[src/rtl/word_neighbor_matrix_builder_defines.svh]
// Assertion macros for the word neighbor matrix builder.
// Included by the top level; no other dependencies.
`ifndef WORD_NEIGHBOR_MATRIX_BUILDER_DEFINES_SVH
`define WORD_NEIGHBOR_MATRIX_BUILDER_DEFINES_SVH
`ifndef ASSERT_OFF
`define ASSERT_IMPLY(name, clk, rst, ante, cons) \
   name: assert property (@(posedge clk) disable iff (rst) (ante) |-> (cons)) \
      else $error("assertion failed: %m");
`define ASSERT_NEXT(name, clk, rst, ante, cons) \
   name: assert property (@(posedge clk) disable iff (rst) (ante) |=> (cons)) \
      else $error("assertion failed: %m");
`else
`define ASSERT_IMPLY(name, clk, rst, ante, cons)
`define ASSERT_NEXT(name, clk, rst, ante, cons)
`endif
`endif

[src/rtl/wnmb_pkg.sv]
// Shared constants, codes and helpers for the word neighbor matrix builder.
// No dependencies.
`timescale 1ns / 1ps
package wnmb_pkg;
   localparam int MAX_WORDS  = 32;
   localparam int MAX_CHARS  = 8;
   localparam int WORD_W     = 8 * MAX_CHARS;
   localparam int COUNT_W    = 8;
   localparam int CFG_LEN_W  = 4;
   localparam int LEN_W      = $clog2(MAX_CHARS + 1);
   localparam int IDX_W      = $clog2(MAX_WORDS);
   localparam int CNT_W      = $clog2(MAX_WORDS + 1);
   localparam int NBR_W      = 32;
   localparam int STATUS_W   = 2;
   localparam int STORE_W    = LEN_W + WORD_W;
   localparam int CSR_ADDR_W = 2;
   localparam int CSR_DATA_W = 32;

   localparam logic [CFG_LEN_W-1:0]  WORD_LENGTH_RESET = 4'd4;
   localparam logic [CSR_ADDR_W-1:0] WORD_LENGTH_ADDR  = 2'd0;

   localparam logic [STATUS_W-1:0] ST_ADDED   = 2'd0;
   localparam logic [STATUS_W-1:0] ST_BAD_LEN = 2'd1;
   localparam logic [STATUS_W-1:0] ST_FULL    = 2'd2;

   localparam logic KIND_ACK = 1'b0;
   localparam logic KIND_ROW = 1'b1;

   function automatic logic [WORD_W-1:0] char_mask(input logic [LEN_W-1:0] len);
      logic [WORD_W-1:0] m;
      m = '0;
      for (int k = 0; k < MAX_CHARS; k++) begin
         if (k < int'(len)) begin
            m[8*k +: 8] = 8'hFF;
         end
      end
      return m;
   endfunction
endpackage

[src/rtl/wnmb_req_if.sv]
// Input channel: one word per beat.
// Depends on wnmb_pkg.
`timescale 1ns / 1ps
interface wnmb_req_if;
   logic                          valid;
   logic                          ready;
   logic [wnmb_pkg::WORD_W-1:0]   word_chars;
   logic [wnmb_pkg::COUNT_W-1:0]  char_count;
   logic                          final_word;

   modport source (output valid, word_chars, char_count, final_word, input ready);
   modport sink   (input valid, word_chars, char_count, final_word, output ready);
endinterface

[src/rtl/wnmb_rsp_if.sv]
// Result channel: acknowledgements and adjacency rows.
// Depends on wnmb_pkg.
`timescale 1ns / 1ps
interface wnmb_rsp_if;
   logic                           valid;
   logic                           ready;
   logic                           result_kind;
   logic [wnmb_pkg::STATUS_W-1:0]  status;
   logic [wnmb_pkg::IDX_W-1:0]     entry_index;
   logic [wnmb_pkg::NBR_W-1:0]     neighbor_bits;
   logic                           run_end;

   modport source (output valid, result_kind, status, entry_index, neighbor_bits, run_end,
                   input ready);
   modport sink   (input valid, result_kind, status, entry_index, neighbor_bits, run_end,
                   output ready);
endinterface

[src/rtl/word_neighbor_matrix_builder.sv]
// Word neighbor matrix builder: word table, sequencer and one shared word comparator.
// The acknowledgement is registered and appears in the cycle after the input beat.
// Intake: words are taken only in idle while the result channel is free; a final word with
// N stored words then builds N rows, each a row read, a table read and compare per column, and a stalling emit.
// Reset (synchronous): word count cleared, word_length = 4, table contents kept.
// Depends on wnmb_pkg, wnmb_req_if, wnmb_rsp_if and the defines header.
`timescale 1ns / 1ps
`include "word_neighbor_matrix_builder_defines.svh"
module word_neighbor_matrix_builder (
   input  logic                               clock,
   input  logic                               reset,
   wnmb_req_if.sink                           req_beat,
   wnmb_rsp_if.source                         rsp_beat,
   input  logic                               csr_psel,
   input  logic                               csr_penable,
   input  logic                               csr_pwrite,
   input  logic [wnmb_pkg::CSR_ADDR_W-1:0]    csr_paddr,
   input  logic [wnmb_pkg::CSR_DATA_W-1:0]    csr_pwdata,
   output logic [wnmb_pkg::CSR_DATA_W-1:0]    csr_prdata,
   output logic                               csr_pready
);
   import wnmb_pkg::*;

   localparam logic [2:0] S_IDLE    = 3'd0;
   localparam logic [2:0] S_ROW_RD  = 3'd1;
   localparam logic [2:0] S_ROW_LD  = 3'd2;
   localparam logic [2:0] S_COL_RD  = 3'd3;
   localparam logic [2:0] S_COL_CMP = 3'd4;
   localparam logic [2:0] S_EMIT    = 3'd5;

   logic [2:0]            state_ff, state_in;
   logic [CFG_LEN_W-1:0]  word_length_ff, word_length_in;
   logic [CNT_W-1:0]      total_ff, total_in;
   logic [IDX_W-1:0]      row_ff, row_in;
   logic [IDX_W-1:0]      col_ff, col_in;
   logic [STORE_W-1:0]    row_word_ff, row_word_in;
   logic [NBR_W-1:0]      nbr_ff, nbr_in;

   logic                  rsp_valid_ff, rsp_valid_in;
   logic                  rsp_kind_ff, rsp_kind_in;
   logic [STATUS_W-1:0]   rsp_status_ff, rsp_status_in;
   logic [IDX_W-1:0]      rsp_index_ff, rsp_index_in;
   logic [NBR_W-1:0]      rsp_bits_ff, rsp_bits_in;
   logic                  rsp_end_ff, rsp_end_in;

   logic [STORE_W-1:0]    store_mem [MAX_WORDS];
   logic [STORE_W-1:0]    rd_data_ff;
   logic [IDX_W-1:0]      rd_addr;
   logic                  wr_en;
   logic [STORE_W-1:0]    wr_data;

   logic                  out_free, req_fire, len_ok, table_full, csr_wr;
   logic [LEN_W-1:0]      count_len;
   logic [MAX_CHARS-1:0]  char_diff;
   logic                  col_hit, row_last, col_last;

   // CSR
   assign csr_pready = 1'b1;
   assign csr_wr     = csr_psel && csr_penable && csr_pwrite && (csr_paddr == WORD_LENGTH_ADDR);
   assign csr_prdata = (csr_paddr == WORD_LENGTH_ADDR) ?
                       CSR_DATA_W'(word_length_ff) : '0;
   assign word_length_in = csr_wr ? csr_pwdata[CFG_LEN_W-1:0] : word_length_ff;

   // word intake
   assign out_free       = !rsp_valid_ff || rsp_beat.ready;
   assign req_beat.ready = (state_ff == S_IDLE) && out_free;
   assign req_fire       = req_beat.valid && req_beat.ready;
   assign len_ok     = (word_length_ff != '0) &&
                       (word_length_ff <= CFG_LEN_W'(MAX_CHARS)) &&
                       (req_beat.char_count == COUNT_W'(word_length_ff));
   assign table_full = total_ff >= CNT_W'(MAX_WORDS);
   assign count_len  = LEN_W'(word_length_ff);
   assign wr_en      = req_fire && len_ok && !table_full;
   assign wr_data    = {count_len, req_beat.word_chars & char_mask(count_len)};

   // shared comparator: same length and exactly one differing character
   always_comb begin
      for (int k = 0; k < MAX_CHARS; k++) begin
         char_diff[k] = row_word_ff[8*k +: 8] != rd_data_ff[8*k +: 8];
      end
   end
   assign col_hit  = (row_word_ff[STORE_W-1 -: LEN_W] == rd_data_ff[STORE_W-1 -: LEN_W]) &&
                     $onehot(char_diff);
   assign row_last = (CNT_W'(row_ff) + CNT_W'(1)) == total_ff;
   assign col_last = (CNT_W'(col_ff) + CNT_W'(1)) == total_ff;
   assign rd_addr  = (state_ff == S_ROW_RD) ? row_ff : col_ff;

   always_comb begin
      state_in      = state_ff;
      total_in      = total_ff;
      row_in        = row_ff;
      col_in        = col_ff;
      row_word_in   = row_word_ff;
      nbr_in        = nbr_ff;
      rsp_valid_in  = rsp_valid_ff && !rsp_beat.ready;
      rsp_kind_in   = rsp_kind_ff;
      rsp_status_in = rsp_status_ff;
      rsp_index_in  = rsp_index_ff;
      rsp_bits_in   = rsp_bits_ff;
      rsp_end_in    = rsp_end_ff;
      unique case (state_ff)
         S_IDLE: begin
            if (req_fire) begin
               total_in      = total_ff + CNT_W'(wr_en);
               rsp_valid_in  = 1'b1;
               rsp_kind_in   = KIND_ACK;
               rsp_bits_in   = '0;
               rsp_index_in  = wr_en ? total_ff[IDX_W-1:0] : '0;
               rsp_status_in = !len_ok ? ST_BAD_LEN : (table_full ? ST_FULL : ST_ADDED);
               rsp_end_in    = !req_beat.final_word || (total_in == '0);
               row_in        = '0;
               if (req_beat.final_word && (total_in != '0)) begin
                  state_in = S_ROW_RD;
               end
            end
         end
         S_ROW_RD: begin
            state_in = S_ROW_LD;
         end
         S_ROW_LD: begin
            row_word_in = rd_data_ff;
            col_in      = '0;
            nbr_in      = '0;
            state_in    = S_COL_RD;
         end
         S_COL_RD: begin
            state_in = S_COL_CMP;
         end
         S_COL_CMP: begin
            nbr_in[col_ff] = col_hit;
            if (col_last) begin
               state_in = S_EMIT;
            end else begin
               col_in   = col_ff + IDX_W'(1);
               state_in = S_COL_RD;
            end
         end
         S_EMIT: begin
            if (out_free) begin
               rsp_valid_in  = 1'b1;
               rsp_kind_in   = KIND_ROW;
               rsp_status_in = ST_ADDED;
               rsp_index_in  = row_ff;
               rsp_bits_in   = nbr_ff;
               rsp_end_in    = row_last;
               if (row_last) begin
                  state_in = S_IDLE;
               end else begin
                  row_in   = row_ff + IDX_W'(1);
                  state_in = S_ROW_RD;
               end
            end
         end
         default: begin
            state_in = S_IDLE;
         end
      endcase
   end

   always_ff @(posedge clock) begin
      if (reset) begin
         state_ff       <= S_IDLE;
         word_length_ff <= WORD_LENGTH_RESET;
         total_ff       <= '0;
         rsp_valid_ff   <= 1'b0;
      end else begin
         state_ff       <= state_in;
         word_length_ff <= word_length_in;
         total_ff       <= total_in;
         rsp_valid_ff   <= rsp_valid_in;
      end
   end

   always_ff @(posedge clock) begin
      row_ff        <= row_in;
      col_ff        <= col_in;
      row_word_ff   <= row_word_in;
      nbr_ff        <= nbr_in;
      rsp_kind_ff   <= rsp_kind_in;
      rsp_status_ff <= rsp_status_in;
      rsp_index_ff  <= rsp_index_in;
      rsp_bits_ff   <= rsp_bits_in;
      rsp_end_ff    <= rsp_end_in;
   end

   // word table
   always_ff @(posedge clock) begin
      if (wr_en) begin
         store_mem[total_ff[IDX_W-1:0]] <= wr_data;
      end
      rd_data_ff <= store_mem[rd_addr];
   end

   assign rsp_beat.valid         = rsp_valid_ff;
   assign rsp_beat.result_kind   = rsp_kind_ff;
   assign rsp_beat.status        = rsp_status_ff;
   assign rsp_beat.entry_index   = rsp_index_ff;
   assign rsp_beat.neighbor_bits = rsp_bits_ff;
   assign rsp_beat.run_end       = rsp_end_ff;

   `ASSERT_IMPLY(a_total_bound, clock, reset, 1'b1, total_ff <= CNT_W'(MAX_WORDS))
   `ASSERT_IMPLY(a_ready_idle, clock, reset, req_beat.ready, state_ff == S_IDLE)
   `ASSERT_NEXT(a_build_start, clock, reset, req_fire && req_beat.final_word && (total_in != '0), state_ff == S_ROW_RD)
   `ASSERT_IMPLY(a_row_index, clock, reset, rsp_valid_ff && (rsp_kind_ff == KIND_ROW), CNT_W'(rsp_index_ff) < total_ff)
endmodule
[src/flat_wrapper.sv]
// flat-port wrapper written by rule: the top's interface ports become plain ports
module word_neighbor_matrix_builder_flat import wnmb_pkg::*;
  (clock, reset, csr_psel, csr_penable, csr_pwrite, csr_paddr, csr_pwdata, csr_prdata, csr_pready, req_beat_valid, req_beat_word_chars, req_beat_char_count, req_beat_final_word, req_beat_ready, rsp_beat_valid, rsp_beat_result_kind, rsp_beat_status, rsp_beat_entry_index, rsp_beat_neighbor_bits, rsp_beat_run_end, rsp_beat_ready);
  wnmb_req_if req_beat_i ();
  wnmb_rsp_if rsp_beat_i ();
  input  logic clock;
  input  logic reset;
  input  logic csr_psel;
  input  logic csr_penable;
  input  logic csr_pwrite;
  input  logic [wnmb_pkg::CSR_ADDR_W-1:0] csr_paddr;
  input  logic [wnmb_pkg::CSR_DATA_W-1:0] csr_pwdata;
  output logic [wnmb_pkg::CSR_DATA_W-1:0] csr_prdata;
  output logic csr_pready;
  input wire logic [$bits(req_beat_i.valid)-1:0] req_beat_valid;
  input wire logic [$bits(req_beat_i.word_chars)-1:0] req_beat_word_chars;
  input wire logic [$bits(req_beat_i.char_count)-1:0] req_beat_char_count;
  input wire logic [$bits(req_beat_i.final_word)-1:0] req_beat_final_word;
  output wire logic [$bits(req_beat_i.ready)-1:0] req_beat_ready;
  output wire logic [$bits(rsp_beat_i.valid)-1:0] rsp_beat_valid;
  output wire logic [$bits(rsp_beat_i.result_kind)-1:0] rsp_beat_result_kind;
  output wire logic [$bits(rsp_beat_i.status)-1:0] rsp_beat_status;
  output wire logic [$bits(rsp_beat_i.entry_index)-1:0] rsp_beat_entry_index;
  output wire logic [$bits(rsp_beat_i.neighbor_bits)-1:0] rsp_beat_neighbor_bits;
  output wire logic [$bits(rsp_beat_i.run_end)-1:0] rsp_beat_run_end;
  input wire logic [$bits(rsp_beat_i.ready)-1:0] rsp_beat_ready;
  assign req_beat_i.valid = req_beat_valid;
  assign req_beat_i.word_chars = req_beat_word_chars;
  assign req_beat_i.char_count = req_beat_char_count;
  assign req_beat_i.final_word = req_beat_final_word;
  assign req_beat_ready = req_beat_i.ready;
  assign rsp_beat_valid = rsp_beat_i.valid;
  assign rsp_beat_result_kind = rsp_beat_i.result_kind;
  assign rsp_beat_status = rsp_beat_i.status;
  assign rsp_beat_entry_index = rsp_beat_i.entry_index;
  assign rsp_beat_neighbor_bits = rsp_beat_i.neighbor_bits;
  assign rsp_beat_run_end = rsp_beat_i.run_end;
  assign rsp_beat_i.ready = rsp_beat_ready;
  word_neighbor_matrix_builder u_core (.clock(clock), .reset(reset), .req_beat(req_beat_i), .rsp_beat(rsp_beat_i), .csr_psel(csr_psel), .csr_penable(csr_penable), .csr_pwrite(csr_pwrite), .csr_paddr(csr_paddr), .csr_pwdata(csr_pwdata), .csr_prdata(csr_prdata), .csr_pready(csr_pready));
endmodule
[config.mk]
export PLATFORM = sky130hd
export DESIGN_NAME = word_neighbor_matrix_builder_flat
export DESIGN_NICKNAME = d
export VERILOG_FILES = /design/src/rtl/wnmb_pkg.sv /design/src/rtl/wnmb_req_if.sv /design/src/rtl/wnmb_rsp_if.sv /design/src/rtl/word_neighbor_matrix_builder.sv /design/src/flat_wrapper.sv
export VERILOG_INCLUDE_DIRS = /design/src /design/src/rtl
export SDC_FILE = /design/constraint.sdc
export NUM_CORES = 2
export LEC_CHECK = 0
export BUFFER_PORTS_ARGS = -buffer_cell sky130_fd_sc_hd__buf_2
export CORE_MARGIN = 3
export CORE_UTILIZATION = 30
export CTS_BUF_LIST = sky130_fd_sc_hd__clkbuf_2 sky130_fd_sc_hd__clkbuf_4 sky130_fd_sc_hd__clkbuf_8
export DETAILED_ROUTE_END_ITERATION = 8
export PLACE_DENSITY = 0.56
export SLEW_MARGIN = 5
export SYNTH_ARGS = -nofsm -noshare
export SYNTH_HDL_FRONTEND = slang
export SYNTH_SLANG_ARGS = --single-unit
[constraint.sdc]
create_clock -name clock -period 8.45 [get_ports clock]
set_clock_uncertainty 0.1 [all_clocks]
set_input_delay 2.1125 -clock clock [delete_from_list [all_inputs] [get_ports clock]]
set_output_delay 2.1125 -clock clock [all_outputs]
set_load 0.1 [all_outputs]
==> results.toml <==
[synthesis]
synthCells = 7226
synthArstFlopShare = 0
synth_top_area_cell = "edfxtp_1"
synth.top_cell.area_share = 0.708
yosys_warnings = 0
netlist_area_mm2 = 0.0986
netlist-cell-type-count = 67
ys_seq_area_frac = 0.725
ys.flop_type = "edfxtp_1"
synth_edf_count = 2327
yosys-top-cells-area = "edfxtp_1, nand2_1, mux2i_1, nand3_1, a31oi_1"
synth_area_per_cell_um2 = 13.6
synth-seq-cells = 2409

[detailed_routing]
drt-initial-drc-count = 7357
detail-route-antenna-nets = 0
firstDrtPassIters = 6
viasPerCell = 5.23
drc = 0
drt_wl_total_mm = 297
vias = 63100
wl_per_cell_um = 24.6

[pwr]
total_power_uw = 36000
power.share.switching = 0.375
power_density_mw_per_mm2 = 320
ir_worst_vdd_mv = 0.392
p_leak_uw = 0.0394
p_int_uw = 22500
combPwrFrac = 0.328
power.switching_uw = 13500
p_clk_frac = 0.286
seqPwrFrac = 0.386

[hold_path]
hold_class = "reg2reg"
min_path_cells = 0

[clock_network]
htree_levels = 5
clockBufferDepth = 4
cts.sinks = 2409
postCtsResizedCells = 0
postCtsSetupRepairBufs = 0
cts_root_buffer = "clkbuf_8"
clk_pin_slew_ns = 0.06
hold_buffers = 0
tritoncts = "done"
numCtsBuffers = 410
clock_latency_ns = 1.06

[global_routing]
use_met2 = 0.262
grt_usage = 0.171
grt_first_pass_wirelength_mm = 425
grt_pass1_vias = 60700
gr-usage-met1 = 0.246
gr-max-usage-layer = "met2"
overflow = 0
grt_max_degree = 192
met3_usage = 0.0280
antenna_found_initial = 30

[sta]
min_period_over_period = 0.657
setup_viol = 0
tns_ns = 0
worst_pin_slew_ns = 1.31
min_period_ns = 5.55
maxSlewViolCount = 0
finalHoldViolations = 0
rsz0062_at_grt = "no"
hold_ws_ns = 0.332
relSlewSlack = 0.123
max_clock_freq_mhz = 180

[place]
dpl-instance-area_mm2 = 0.105
port_buffers = 132
gp_congestion = 0.787
hpwl_mm = 150

[critical_path]
worstPathCellList = "buf_2 > nand2b_1 > nand2_1 > nor3_1 > buf_2"
endpoint_kind = "output port"
worst-setup-path-type = "in2out"
required_ns = 6.24
slowest_stage = "buf_2"
critPathMaxStageDelay_ns = 0.48
cp_common_cell = "buf_2"
arrival_ns = 3.34
r2r_cells = 9
critPathMaxFanout = 6
critical_path.startpoint_type = "primary input"

[floorplan]
dieArea_mm2 = 0.336
core_mm2 = 0.326
initial_utilization = 0.303
io_pins = 190
die_w_um = 579
rows = 209
die_y_um = 579

[layout]
fin_nets = 7545
multi_input_area_mm2 = 0.0252
syn_to_final_growth_pct = 14.1
fillers = 31400
drive_gt1_frac = 0.145
regArea_mm2 = 0.0715
final_common_cell = "edfxtp_1"
final_cell_area_mm2 = 0.113
fin_util = 0.345
layout_common_cells = "edfxtp_1, nand2_1, nand3_1"

[outcome]
run_status = "completed"

[run]
maxCapViolations = 0
-- flip-flops by register name (all words and copies together) (netlist names), 2 cells and up --
signal and count:
u_core.col_ff 5, u_core.count_len 4, u_core.nbr_ff 32, u_core.rd_data_ff 68, u_core.row_ff 5, u_core.row_word_ff 68
u_core.rsp_beat.entry_index 5, u_core.rsp_beat.neighbor_bits 32, u_core.rsp_beat.status 2, u_core.state_ff 3, u_core.store_mem 2176, u_core.total_ff 6
-- cell type report --
type,count,share of cell area
clock inverters,120,0.00669
clock buffers,592,0.0642
repair buffers,287,0.0209
diodes,8,0.000178
flip-flops and latches,2409,0.636
well taps,4325,0.0481
multi-input cells,4279,0.224
inverters,27,0.000934
-- cells by family after synthesis --
logic type                 share of synthesized area
adders and majority gates                    0.00246
xor gates and xnor gates                     0.00826
other                                      0.0000761
AOI/OAI and AO/OA                             0.0664
and+or+nand+nor                                0.119
muxes                                         0.0528
buffers and inverters                         0.0258
DFF                                            0.725
-- Yosys cell counts (15+ instances only) --
| cell type | number |
|---|---|
| clkbuf_1 | 266 |
| a2111oi_0 | 57 |
| nor2_1 | 89 |
| mux2i_1 | 418 |
| o21ai_0 | 56 |
| nor2b_1 | 58 |
| nor3_1 | 78 |
| and3_1 | 89 |
| inv_1 | 27 |
| nor4_1 | 19 |
| buf_4 | 55 |
| a31oi_1 | 379 |
| a221oi_1 | 24 |
| edfxtp_1 | 2327 |
| buf_2 | 172 |
| mux2_2 | 77 |
| dfxtp_1 | 82 |
| a32oi_1 | 75 |
| a211oi_1 | 60 |
| nand2_1 | 1609 |
| nand3_1 | 509 |
| buf_1 | 45 |
| and2_1 | 100 |
| a21oi_1 | 137 |
| a22oi_1 | 119 |
| nand4_1 | 79 |
| xnor2_1 | 15 |
| o22ai_1 | 28 |
| xor2_1 | 78 |
-- through the flow --
stage               setup slack (ns)  cells
floorplan                       1.50   7253
global placement                2.50  11300
detailed placement              2.51  11300
CTS                             2.92  12000
global route                    2.81  12000
finish                          2.90  12000
-- worst max-delay path, delay by kind of cell --
kind,cells,cell delay [ns]
buffers and inverters,2,0.55
and+or+nand+nor,3,0.67
-- layer usage --
metal	routed length (µm)	vias to the layer above	share of wire
li1	-	27600	-
met1	132000	32100	0.44
met3	23400	549	0.079
met2	133000	2830	0.45
met4	8300	24	0.028
met5	160	-	0.00054
-- path summary, 6_finish.rpt --
| check | endpoint | from | slack [ns] |
|---|---|---|---|
| setup / recovery | req_beat_ready | rsp_beat_ready | 2.90 |
| hold / removal | u_core.row_word_ff[62] | u_core.rd_data_ff[62] | 0.33 |
| setup reg to reg | u_core.store_mem[29][9] | u_core.count_len[2] | 3.05 |
| hold reg to reg | u_core.row_word_ff[62] | u_core.rd_data_ff[62] | 0.33 |
-- power by group through the flow --
stage,logic (µW),registers [µW],clock network (µW)
global route,12600,13900,11000
floorplan,7520,14500,0
global placement,11600,14100,0
finish,11800,13900,10300
CTS,11800,13900,10500
detailed placement,11700,14100,0
Note: power is estimated with default switching activity, not from simulation.
